--- config.mk ---
export PLATFORM = sky130hd
export DESIGN_NAME = ctere_ram
export DESIGN_NICKNAME = d
export VERILOG_FILES = /design/src/design/calo_tower_et_ratio_encode_defines.svh /design/src/design/ctere_ram.sv
export SDC_FILE = /design/constraint.sdc
export NUM_CORES = 2
export LEC_CHECK = 0
export CAP_MARGIN = 0
export CORE_MARGIN = 5
export CORE_UTILIZATION = 30
export CTS_CLUSTER_DIAMETER = 100
export CTS_CLUSTER_SIZE = 8
export DETAILED_ROUTE_END_ITERATION = 16
export DONT_BUFFER_PORTS = 1
export PLACE_DENSITY = 0.52
export REMOVE_ABC_BUFFERS = 1
export SETUP_SLACK_MARGIN = 0.02
export SLEW_MARGIN = 10
export SYNTH_ARGS = -nofsm -noshare
export SYNTH_HDL_FRONTEND = slang
export SYNTH_SLANG_ARGS = --single-unit
--- constraint.sdc ---
create_clock -name clk_i -period 8.7 [get_ports clk_i]
set_input_delay 2.175 -clock clk_i [delete_from_list [all_inputs] [get_ports clk_i]]
set_output_delay 2.175 -clock clk_i [all_outputs]
set_load 0.03 [all_outputs]
--- src/design/calo_tower_et_ratio_encode_defines.svh ---
// Assertion macros for the calorimeter tower encoder.
// Included by the top level; expects clk_i and rst_ni in the including scope.
`ifndef CALO_TOWER_ET_RATIO_ENCODE_DEFINES_SVH
`define CALO_TOWER_ET_RATIO_ENCODE_DEFINES_SVH

// Same-cycle implication, disabled while reset is asserted.
`define CTERE_ASSERT_IMP(label, cond, prop) \
  label: assert property (@(posedge clk_i) disable iff (!rst_ni) (cond) |-> (prop)) \
    else $error("ctere assertion failed");

// Next-cycle implication, disabled while reset is asserted.
`define CTERE_ASSERT_NXT(label, cond, prop) \
  label: assert property (@(posedge clk_i) disable iff (!rst_ni) (cond) |=> (prop)) \
    else $error("ctere assertion failed");

`endif

--- src/design/ctere_ram.sv ---
// Generic simple dual-port RAM with registered read data.
// No dependencies; holds the calibration tables of the tower encoder.
`timescale 1ns / 1ps
`default_nettype none

module ctere_ram #(
  parameter int unsigned WIDTH = 8,
  parameter int unsigned DEPTH = 256,
  parameter int unsigned AW    = $clog2(DEPTH)
) (
  input  wire logic             clk_i,
  input  wire logic             we_i,
  input  wire logic [AW-1:0]    waddr_i,
  input  wire logic [WIDTH-1:0] wdata_i,
  input  wire logic             re_i,
  input  wire logic [AW-1:0]    raddr_i,
  output logic      [WIDTH-1:0] rdata_o
);

  logic [WIDTH-1:0] mem [DEPTH];
  logic [WIDTH-1:0] rdata_q;

  always_ff @(posedge clk_i) begin
    if (we_i) begin
      mem[waddr_i] <= wdata_i;
    end
  end

  always_ff @(posedge clk_i) begin
    if (re_i) begin
      rdata_q <= mem[raddr_i];
    end
  end

  assign rdata_o = rdata_q;

endmodule

`default_nettype wire

=== Word-level counts from Yosys, hierarchy flattened ===
Memories as Yosys holds them, arrays and structs flattened. A register that Yosys moved wholly into a read port is not among the register bits.
Cells that the tools add are included.

* Register bits after elaboration: 0
* Bits in writable memories: 2048
* Input port bits: 27
* Output and inout bits: 8
* Memories: 1

{| class="wikitable"
|+ Memory list
! memory !! words !! bits a word !! read ports !! clocked after Yosys merged registers in !! wr ports !! line !! RTL
|-
| mem || 256 || 8 || 1 || 1 || 1 || ctere_ram.sv:20 || <nowiki>logic [WIDTH-1:0] mem [DEPTH];</nowiki>
|}

* Mux-type cells: 2

{| class="wikitable"
|+ Operators with widths
! cell !! number
|-
| $mux W1 || 2
|}

=== Depth between registers and ports, before layout ===
* Depth in word-level cells: 2
* Depth in mapped cells: 11
* Gate-level depth less buffers: 6

=== Worst setup path before layout ===
No wires, ideal clock.

* Kind: input to register
* Start: in raddr_i[0]
* End: reg rdata_q[2] (netlist: rdata_o[2]), read port of mem (data pin)
* Library setup time: 0.269 ns
* Arrival: 3.982 ns
* Data required time: 8.431 ns
* Setup slack: 4.449 ns
* Stages: 9
* Cell sequence: buf_6 > buf_12 > buf_8 > buf_2 > mux4_2 > a22oi_1 > a21oi_1 > nor4_1 > nor4_2

{| class="wikitable"
|+ RTL lines
! what !! line !! RTL
|-
| start, declared || ctere_ram.sv:16 || <nowiki>input wire logic [AW-1:0] raddr_i,</nowiki>
|-
| end, declared || ctere_ram.sv:21 || <nowiki>logic [WIDTH-1:0] rdata_q;</nowiki>
|}

==> impl_metrics.ini <==
[die]
rows = 189
dieArea_sq_um = 276000
die_h_um = 525
io_pins = 35
core_area_sq_um = 265000
initial_core_util_pct = 30.1
fp.dieW_um = 525

[placement]
placed_cells = 7074
placed_cell_area_sq_um = 83000
gp_congestion = 0.763
hpwl_um = 112000
portBuffers = 0

[clocking]
htree_levels = 5
cts_hold_buf = 0
numCtsBuffers = 306
post_cts_buffers = 0
cts_resized = 0
clkTransAtPathRegs_ns = 0.05
cts_sinks = 2056
cts-root-buf = clkbuf_16
clock_path_buffers = 4
cts_tree = built
clkLatencyLatePin_ns = 0.91

[logic_synthesis]
yosysWarningCount = 0
postSynthCellCount = 3733
synth_cell_types = 54
synthTopCellsByCount = 2,056 x edfxtp_1, 454 x mux4_2, 282 x nor2_1
dominantRegCellSynth = edfxtp_1
synth_most_common_cell = edfxtp_1
syn_area_sq_um = 79600
yosysTopAreaCell = edfxtp_1
synth-seq-area-share_pct = 77.5
synthTopCellsByArea = edfxtp_1 78%, mux4_2 13%, mux2i_1 1.7%
yosys_register_bits = 2056
yosysTopAreaCellShare_pct = 77.5
avgSynthCellArea_sq_um = 21.3
synth-async-reset-ratio_pct = 0
synth_edf_count = 2056

[sta]
slew_headroom_pct = 12.0
rsz0062_at_grt = no
finalCriticalPeriod_ns = 5.70
timing.final.crit_share_pct = 65.5
finClkSkew_ns = 0.0603
whs_ns = 1.09
slew_violations = 0
setup_viol = 0
setup_tns_ns = 0
fmax_ghz = 0.175
tightest_slew_ns = 1.32
hold_viol_final = 0

[global_routing]
grt_pass1_vias = 39500
grt_max_degree = 579
grt_pass1_wl_um = 299000
track_usage_pct = 14.9
grt-ovfl-total = 0
antenna_found_initial = 4

[route]
ant_nets = 0
route.vias.total = 38000
drc = 0
wl_per_cell_um = 28.3
drt_iter0_markers = 3699
first_pass_iters = 6
wl_um = 209000
routed_via_density = 5.13

[worst_setup_path]
crit_path_start_kind = input port
max_stage_delay_ns = 0.85
cp.required_ns = 9.31
slowest_stage = buf_16
cp_num_buf_inv = 2
crit_cells = 8
timing.rr.start = mem[83][5]$_DFFE_PP_
r2r_end = rdata_o[5]$_DFFE_PP_
crit_family = buffers and inverters
regToRegSetupSlack_ns = 5.71
cp-end-kind = register
path_max_fanout = 209
ff2ff_path_depth = 6
path_cells = buf_16 > buf_16 > mux4_2 > a22o_1 > a221oi_1 > o32ai_1 > nor3_1 > nor4_2
crit_type = input port to register
cp_common_cell = buf_16
arrival_ns = 6.31

[hold_path]
hp-start = mem[41][3]$_DFFE_PP_
hold_end = rdata_o[3]$_DFFE_PP_
holdPathStages = 6
hp-class = register to register

[power_and_ir_drop]
power_density_nw_per_um2 = 240
p_leak_uw = 0.0275
peakVddDrop_mv = 0.187

[cells_and_area]
drive_above_1_share_pct = 22.0
stdcell_area_sq_um = 91100
instances_no_fill = 7399
syn_to_final_growth_pct = 14.4
fin_nets = 3883

[flow_run]
drv_cap = 0

[run_status]
status = finished clean
where the power goes:
group	leakage, uW	internal [uW]	total [uW]	switching [uW]
logic	0.00509	301	718	417
clock network	0.00388	6260	10200	3900
registers	0.0185	11000	11000	29.3
sequential cells by signal, summed over array words and instances (netlist names):
name	count
rdata_o	8
mem	2048
worst min-delay path: stages, from the launching register on:
cell	delay (ns)
edfxtp_1	0.31
mux2i_1	0.07
nand2_1	0.08
a311oi_1	0.14
o221ai_1	0.07
a211oi_1	0.11
nor4_2	0.16
layout by cell type (no fill, tap or decap), types with 22 or more instances in the layout:
cell type | synthesis | final
a21oi_1 | 96 | 96
a22oi_1 | 133 | 133
buf_4 | 27 | 41
clkbuf_16 | 0 | 313
edfxtp_1 | 2056 | 2056
mux2i_1 | 134 | 134
mux4_2 | 454 | 454
nand2_1 | 33 | 32
nand3_1 | 34 | 33
nor2_1 | 282 | 279
nor2b_1 | 31 | 28
nor3_1 | 22 | 22
o221ai_1 | 46 | 46
o22ai_1 | 28 | 28
cell families after synthesis:
logic type             count (synthesis)  synth area share, %
flip-flops                          2056                 77.5
multiplexers                         591                 14.6
buffers and inverters                235                 1.83
AND/OR/NAND/NOR                      466                 2.63
AO/OA/AOI/OAI                        385                 3.42
how the worst max path moves through the flow:
stage                from                    to  slack, ns
2_1_floorplan  raddr_i[2]  rdata_o[6]$_DFFE_PP_       4.03
3_3_place_gp   raddr_i[1]  rdata_o[2]$_DFFE_PP_       2.46
3_5_place_dp   raddr_i[0]  rdata_o[5]$_DFFE_PP_       2.80
4_1_cts        raddr_i[0]  rdata_o[5]$_DFFE_PP_       3.75
5_1_grt        raddr_i[1]  rdata_o[3]$_DFFE_PP_       2.94
6_report       raddr_i[1]  rdata_o[3]$_DFFE_PP_       3.00
area by class of cell:
cell class / instances / area [sq um]
Sequential cell: 2056 / 61700
Clock inverter: 4 / 50.0
Inverter: 2 / 7.51
Tap cell: 3533 / 4420
Antenna cell: 1 / 2.50
Multi-Input combinational cell: 1442 / 16600
Clock buffer: 313 / 7830
Fill cell: 24500 / 174000
Timing Repair Buffer: 48 / 500
per-layer routing:
layer | global-route usage, % | routed length [um] | vias to the layer above | share of wire [%]
met5 | 0 | 0 | - | 0
met4 | 4.24 | 5310 | 0 | 2.5
li1 | - | - | 15800 | -
met2 | 24.3 | 102000 | 1319 | 49
met3 | 3.34 | 13600 | 314 | 6.5
met1 | 19.9 | 88100 | 20500 | 42
through the flow:
| step | total power, uW | setup slack (ns) | utilization (%) |
|---|---|---|---|
| after floorplan | 11500 | 4.03 | - |
| after global placement | 11800 | 2.46 | 31.4 |
| after detailed placement | 11800 | 2.80 | 31.4 |
| after CTS | 21900 | 3.75 | 34.4 |
| after global routing | 22500 | 2.94 | 34.4 |
| final | 21900 | 3.00 | 34.4 |
Note: power is estimated with default switching activity, not from simulation.
