<file path="src/design/calo_tower_et_ratio_encode_defines.svh">
// Assertion macros for the calorimeter tower encoder.
// Included by the top level; expects clk_i and rst_ni in the including scope.
`ifndef CALO_TOWER_ET_RATIO_ENCODE_DEFINES_SVH
`define CALO_TOWER_ET_RATIO_ENCODE_DEFINES_SVH

// Same-cycle implication, disabled while reset is asserted.
`define CTERE_ASSERT_IMP(label, cond, prop) \
  label: assert property (@(posedge clk_i) disable iff (!rst_ni) (cond) |-> (prop)) \
    else $error("ctere assertion failed");

// Next-cycle implication, disabled while reset is asserted.
`define CTERE_ASSERT_NXT(label, cond, prop) \
  label: assert property (@(posedge clk_i) disable iff (!rst_ni) (cond) |=> (prop)) \
    else $error("ctere assertion failed");

`endif

</file>
<file path="src/design/ctere_pkg.sv">
// Shared types, codes and helpers of the calorimeter tower encoder.
// No dependencies; used by the top level, the result logic and the testbench.
`timescale 1ns / 1ps
`default_nettype none

package ctere_pkg;

  localparam int unsigned ET_BITS_DEF     = 8;
  localparam int unsigned ETA_ROWS_DEF    = 32;
  localparam int unsigned HF_ETA_ROWS_DEF = 16;

  localparam int unsigned OP_W      = 3;
  localparam int unsigned ETA_IN_W  = 5;
  localparam int unsigned IN_ET_W   = 8;
  localparam int unsigned FB_W      = 6;
  localparam int unsigned ABS_ETA_W = 6;
  localparam int unsigned LUT_W     = 15;
  localparam int unsigned HF_W      = 8;
  localparam int unsigned LOG_W     = 3;
  localparam int unsigned LOG_LSB   = 12;
  localparam int unsigned SUM_W     = 9;
  localparam int unsigned ET_EXT_W  = 13;

  localparam int unsigned CFG_ADDR_W = 3;
  localparam int unsigned CFG_DATA_W = 9;

  typedef enum logic [OP_W-1:0] {
    OP_TOWER   = 3'd0,
    OP_HF      = 3'd1,
    OP_WR_ECAL = 3'd2,
    OP_WR_HCAL = 3'd3,
    OP_WR_HF   = 3'd4
  } op_e;

  typedef enum logic [CFG_ADDR_W-1:0] {
    REG_USE_ECAL_LUT = 3'd0,
    REG_USE_HCAL_LUT = 3'd1,
    REG_USE_HF_LUT   = 3'd2,
    REG_ET_SUM_LIMIT = 3'd3,
    REG_ER_LIMIT     = 3'd4
  } reg_e;

  typedef struct packed {
    logic             use_ecal_lut;
    logic             use_hcal_lut;
    logic             use_hf_lut;
    logic [SUM_W-1:0] et_sum_limit;
    logic [LOG_W-1:0] er_limit;
  } cfg_t;

  // One item on its way from the input register to the result logic.
  typedef struct packed {
    logic                 is_hf;
    logic [IN_ET_W-1:0]   ecal_et;
    logic                 ecal_fg;
    logic [IN_ET_W-1:0]   hcal_et;
    logic [FB_W-1:0]      hcal_fb;
    logic [ABS_ETA_W-1:0] abs_eta;
  } item_t;

  typedef struct packed {
    logic [SUM_W-1:0]   tower_et;
    logic [LOG_W-1:0]   er_code;
    logic               zero_flag;
    logic               eohr_flag;
    logic               hcal_flag;
    logic               ecal_flag;
    logic [IN_ET_W-1:0] ecal_calibrated;
    logic [IN_ET_W-1:0] hcal_calibrated;
  } res_t;

  // Position of the highest set bit; zero for an input of zero.
  function automatic logic [LOG_W-1:0] floor_log2(input logic [IN_ET_W-1:0] v);
    logic [LOG_W-1:0] n;
    n = '0;
    for (int i = 1; i < IN_ET_W; i++) begin
      if (v[i]) begin
        n = LOG_W'(i);
      end
    end
    return n;
  endfunction

endpackage

`default_nettype wire

</file>
<file path="src/design/ctere_encode.sv">
// Result logic of the tower encoder: calibration select, saturated sum,
// log-ratio code, flags and forward-tower scaling. Depends on ctere_pkg.
`timescale 1ns / 1ps
`default_nettype none

module ctere_encode #(
  parameter int unsigned ET_BITS = ctere_pkg::ET_BITS_DEF
) (
  input  wire ctere_pkg::item_t            item_i,
  input  wire ctere_pkg::cfg_t             cfg_i,
  input  wire logic [ctere_pkg::LUT_W-1:0] ecal_word_i,
  input  wire logic [ctere_pkg::LUT_W-1:0] hcal_word_i,
  input  wire logic [ctere_pkg::HF_W-1:0]  hf_word_i,
  output ctere_pkg::res_t                  res_o
);

  import ctere_pkg::*;

  localparam int unsigned CW = (ET_BITS > IN_ET_W) ? ET_BITS : IN_ET_W;
  localparam int unsigned SW = CW + 1;

  logic [CW-1:0]    cal_e, cal_h;
  logic [LOG_W-1:0] log_e, log_h, flog_e, flog_h;
  logic [SW-1:0]    sum, sum_lim, sum_sat;
  logic [LOG_W-1:0] er;
  logic             zero, eohr;
  logic [HF_W-1:0]  hf_cal, hf_div;
  res_t             tower_res, hf_res;

  always_comb begin
    flog_e = floor_log2(item_i.ecal_et);
    flog_h = floor_log2(item_i.hcal_et);
    if (flog_e > cfg_i.er_limit) begin
      flog_e = cfg_i.er_limit;
    end
    if (flog_h > cfg_i.er_limit) begin
      flog_h = cfg_i.er_limit;
    end

    // A table log code is taken as is, without the cap.
    if (cfg_i.use_ecal_lut) begin
      cal_e = CW'(ecal_word_i[ET_BITS-1:0]);
      log_e = ecal_word_i[LOG_LSB +: LOG_W];
    end else begin
      cal_e = CW'(item_i.ecal_et);
      log_e = flog_e;
    end
    if (cfg_i.use_hcal_lut) begin
      cal_h = CW'(hcal_word_i[ET_BITS-1:0]);
      log_h = hcal_word_i[LOG_LSB +: LOG_W];
    end else begin
      cal_h = CW'(item_i.hcal_et);
      log_h = flog_h;
    end
  end

  always_comb begin
    sum     = SW'(cal_e) + SW'(cal_h);
    sum_lim = SW'(cfg_i.et_sum_limit);
    sum_sat = (sum > sum_lim) ? sum_lim : sum;

    er   = '0;
    zero = 1'b0;
    eohr = 1'b0;
    // A smaller log code on the larger energy saturates the ratio code.
    if (cal_e == '0 || cal_h == '0) begin
      zero = 1'b1;
      eohr = (cal_h == '0) && (cal_e != '0);
    end else if (cal_e == cal_h) begin
      eohr = 1'b1;
    end else if (cal_e > cal_h) begin
      er   = (log_e >= log_h) ? log_e - log_h : cfg_i.er_limit;
      eohr = 1'b1;
    end else begin
      er = (log_h >= log_e) ? log_h - log_e : cfg_i.er_limit;
    end
    if (er > cfg_i.er_limit) begin
      er = cfg_i.er_limit;
    end

    tower_res.tower_et        = sum_sat[SUM_W-1:0];
    tower_res.er_code         = er;
    tower_res.zero_flag       = zero;
    tower_res.eohr_flag       = eohr;
    tower_res.hcal_flag       = item_i.hcal_fb[0];
    tower_res.ecal_flag       = item_i.ecal_fg;
    tower_res.ecal_calibrated = cal_e[IN_ET_W-1:0];
    tower_res.hcal_calibrated = cal_h[IN_ET_W-1:0];
  end

  always_comb begin
    hf_cal = cfg_i.use_hf_lut ? hf_word_i : item_i.hcal_et;
    if (item_i.abs_eta inside {[6'd30:6'd39]}) begin
      hf_div = hf_cal >> 1;
    end else if (item_i.abs_eta inside {6'd40, 6'd41}) begin
      hf_div = hf_cal >> 2;
    end else begin
      hf_div = hf_cal;
    end

    hf_res                 = '0;
    hf_res.tower_et        = SUM_W'(hf_div);
    hf_res.zero_flag       = 1'b1;
    hf_res.hcal_flag       = item_i.hcal_fb[1];
    hf_res.ecal_flag       = item_i.hcal_fb[0];
  end

  assign res_o = item_i.is_hf ? hf_res : tower_res;

endmodule

`default_nettype wire

</file>
<file path="config.mk">
export PLATFORM = sky130hd
export DESIGN_NAME = ctere_encode
export DESIGN_NICKNAME = d
export VERILOG_FILES = /design/src/design/calo_tower_et_ratio_encode_defines.svh /design/src/design/ctere_pkg.sv /design/src/design/ctere_encode.sv
export SDC_FILE = /design/constraint.sdc
export NUM_CORES = 1
export LEC_CHECK = 0
export BUFFER_PORTS_ARGS = -buffer_cell sky130_fd_sc_hd__buf_4
export CORE_MARGIN = 2
export CORE_UTILIZATION = 54
export DETAILED_ROUTE_END_ITERATION = 16
export PLACE_DENSITY_LB_ADDON = 0.2
export SLEW_MARGIN = 25
export SYNTH_ARGS = -nofsm -noshare
export SYNTH_HDL_FRONTEND = slang
export SYNTH_SLANG_ARGS = --single-unit
</file>
<file path="constraint.sdc">
create_clock -name vclk -period 7.75
set_clock_uncertainty 0.05 [all_clocks]
set_input_delay 0.775 -clock vclk [all_inputs]
set_output_delay 0.775 -clock vclk [all_outputs]
set_load 0.05 [all_outputs]
</file>
; Yosys cells after proc, flatten, opt, wreduce, memory -nomap -nowiden
; Index checks and enable logic that the tools add are counted.
[totals]
reg_bits = 0
in_bits = 83
output_inout_bits = 32
[classes]
magnitude_cmp = 9
n_eq_ne = 3
add_sub_neg = 3
n_reduce_logical = 7
n_mux = 35
[ops]
columns = cell, n
row1 = $mux W3, 20
row2 = $mux W8, 5
row3 = $mux W32, 1
row4 = $logic_not A8 Y1, 2
row5 = $eq A6 B6 Y1 const B, 2
row6 = $add A8 B8 Y9, 1
row7 = $gt A3 B3 Y1, 3
row8 = $gt A9 B9 Y1, 1
row9 = $mux W9, 1
row10 = $eq A8 B8 Y1, 1
row11 = $gt A8 B8 Y1, 1
row12 = $reduce_bool A8 Y1, 1
row13 = $ge A3 B3 Y1, 2
row14 = $ge A6 B5 Y1 const B, 1
row15 = $le A6 B6 Y1 const B, 1
row16 = $mux W1, 6
row17 = $sub A3 B3 Y3, 2
row18 = $mux W2, 2
row19 = $logic_and A1 B1 Y1, 2
row20 = $reduce_bool A2 Y1, 1
row21 = $logic_or A1 B1 Y1, 1

; Depth between registers and ports, before layout
[depth]
ltp_word = 18
mapped_depth = 27

; Worst setup path before layout
; No wires, ideal clock.
[synth_timing]
path_type = input to output
start = input port item_i[14] in the netlist's numbering
end = output port res_o[21] in the netlist's numbering
n_path_buf = 1
path_slack_ns = 1.207
stages = 25
t_arrival_ns = 5.718
cell_sequence = nand2b_1 a21oi_1 nor2_1 o21bai_1 inv_1 ha_1 inv_1 a21o_1 a21oi_1 a31oi_1 mux2_2 mux2_2 ha_1 nor2b_1 o21ai_0 or3_1 buf_2 a21oi_1 nor3_1 ha_1 nor2b_1 o21ai_0 a32oi_1 inv_1 a2111oi_2
[synth_rtl]
columns = item, line
row1 = start: declaration, ctere_encode.sv:9  ; input wire ctere_pkg::item_t item_i,
row2 = end: declaration, ctere_encode.sv:14  ; output ctere_pkg::res_t res_o

==> qor.txt <==
Status - complete, no violations
Vias in the first global route - 2500
Full die area - 0.00506 mm^2
Io pins - 115
Syn Nets - 465
Port Buffer Count - 102
Post-synthesis compound-gate area fraction - 23.2%
Mapped Avg Cell Area - 7.19 um^2
Row cnt - 24
CTS resizes - 0
Layout Nets - 556
Critical-path maximum fanout - 6
Hold WS - 1.90 ns
Final ANT Viol Nets - 0
Placer Congestion - 0.958
Switching power of the nets - 0.255 mW
First-pass GRT wire length - 11.4 mm
Hold crit path type - in2out
Total track usage - 26.8%
Endpoints failing setup - 0
Simple-gate portion of the synthesized area - 22.5%
Via density - 5.83
Crit path required time - 6.92 ns
Fill cells - 362
Xor/xnor share of the synthesized area - 2.52%
Relative slew slack - 33.8%
Drt pass-1 iters - 4
Drt wl/cell - 14.7 um
# Post-CTS Setup Buffers - 0
Dpl ws - 1.08 ns
Chip Height - 71.2 um
Initial antenna violation count - 0
Post-Route WL - 7.06 mm
Seq. cell area - 0 um^2
Critical Path AT - 5.86 ns
Crit share post-route - 86.3%
Largest stage delay on the critical path - 0.40 ns
Hold buffers post-CTS - 0
1st-iter DRT viols - 132
Seq pwr share - 0%
Area of the multi-input gates - 0.00224 mm^2
WS Path Type - in2out
Power Total - 0.422 mW
Seq/Total Area, Yosys - 0%
DRC Markers - 0
Clk pwr share - 0%
Share of layout cells above drive strength 1 - 29.7%
Total gr overflow - 0
Synthesis-to-finish area growth - 32.1%
Gate count of the mapped netlist - 339
Hold Fails Final Rpt - 0
Synth warn - 0
Fin Setup TNS - 0 ns
Mux share of post-synthesis cell area - 20.5%
Starting Density - 55.9%
Pwr per Cell Area - 131 mW/mm^2
Post-route worst setup slack - 1.06 ns
Kind of end point of the critical path - primary output
Placed Cells - 480
# diodes - 0
Startpoint Class - primary input
Post-route insts no fill - 480
Largest family of logic cells by synthesized area - compound AO/OA/AOI/OAI gates
Max-slew violation count - 0
Via count - 2797
Largest net degree at the start of global routing - 42
Slowest-stage cell, CP - mux2_2
Flip-flop and latch count - 0
Hpwl dp - 6.00 mm
Crit path time final - 6.69 ns
Final Core Density - 73.9%
Post-Syn Area - 0.00244 mm^2
Placed inst area - 0.00322 mm^2
Internal power - 0.167 mW
Comb pwr share - 100.0%
Max Cap Viol - 0
Sw frac - 60.5%
Core Region - 0.00435 mm^2
Design Area, Final - 0.00322 mm^2
Fmax - 0.150 GHz
# clk buffers - 0
RSZ-0062 raised after global routing - no
LEAKAGE - 1.65 nW
Slew @ Worst Pin - 0.994 ns
Die W - 71.2 um
Worst VDD drop - 75.9 uV
Count of cell types in the netlist - 56
Post-Synth Adder-Cell Area - 23.0%
-- logic make-up (layout without fill, tap and decap cells) --
| group | count (synthesis) | after routing |
|---|---|---|
| AO/OA/AOI/OAI | 86 | 86 |
| XOR/XNOR | 7 | 7 |
| adder cells (fa/ha/maj) | 43 | 43 |
| buffers and inverters | 51 | 140 |
| multiplexers | 48 | 48 |
| AND/OR/NAND/NOR | 104 | 104 |
-- worst paths after layout --
| kind | from | end | cells past startpoint |
|---|---|---|---|
| setup / recovery | item_i[14] | res_o[21] | 27 |
| hold / removal | item_i[20] | res_o[16] | 3 |
-- cell usage in the layout (no fill, tap or decap), drive strengths merged, types with 3 or more instances in the layout --
cell,instances
a21o,6
nand2b,6
o22ai,4
nand2,19
nor3,8
nor2,29
a21oi,20
a31oi,4
mux2,15
inv,37
o21ai,21
nand3,7
buf,103
a211oi,4
mux2i,33
ha,40
o211ai,7
o31ai,3
xnor2,5
nand4,5
o21bai,3
fa,3
nor2b,17
-- power by group through the flow --
stage               sequential [mW]  clock [mW]  combinational [mW]
CTS                               0           0               0.420
floorplan                         0           0               0.301
finish                            0           0               0.422
global placement                  0           0               0.408
global route                      0           0               0.460
detailed placement                0           0               0.418
-- metal layers --
metal	track usage (%)	up-vias	share of wire [%]
li1	-	1400	-
met5	0	-	0
met2	48.7	112	47
met4	0.210	0	0
met1	36.1	1285	43
met3	2.99	0	9.5
-- worst max-delay path: cells and delay by family --
kind | cells | cell delay, ns
AOI/OAI and AO/OA | 12 | 2.51
buffers and inverters | 6 | 0.75
adders and majority gates | 3 | 0.75
muxes | 2 | 0.67
and+or+nand+nor | 4 | 0.38
-- layout make-up --
class | instances | share of cell area [%]
timing repair buffer | 103 | 24.0
inverter | 37 | 4.32
tap | 52 | 2.02
multi-input combinational | 288 | 69.6
-- cell usage after synthesis (3+ instances only) --
cell type	count	area, um^2
o21ai_0	19	95.1
a21oi_1	20	100
mux2i_1	33	330
o21bai_1	3	22.5
nor3_1	8	40.0
nor2_1	28	105
nor2b_1	16	100
a211oi_1	4	30.0
nand2_1	19	71.3
mux2_2	15	169
clkbuf_1	6	22.5
buf_2	5	25.0
xnor2_1	5	43.8
fa_1	3	60.1
a31oi_1	4	25.0
ha_1	40	500
o211ai_1	6	45.0
o22ai_1	4	25.0
nand2b_1	6	37.5
inv_1	37	139
nand3_1	7	35.0
a21o_1	6	45.0
nand4_1	4	25.0
(Power assumes the default switching activity.)
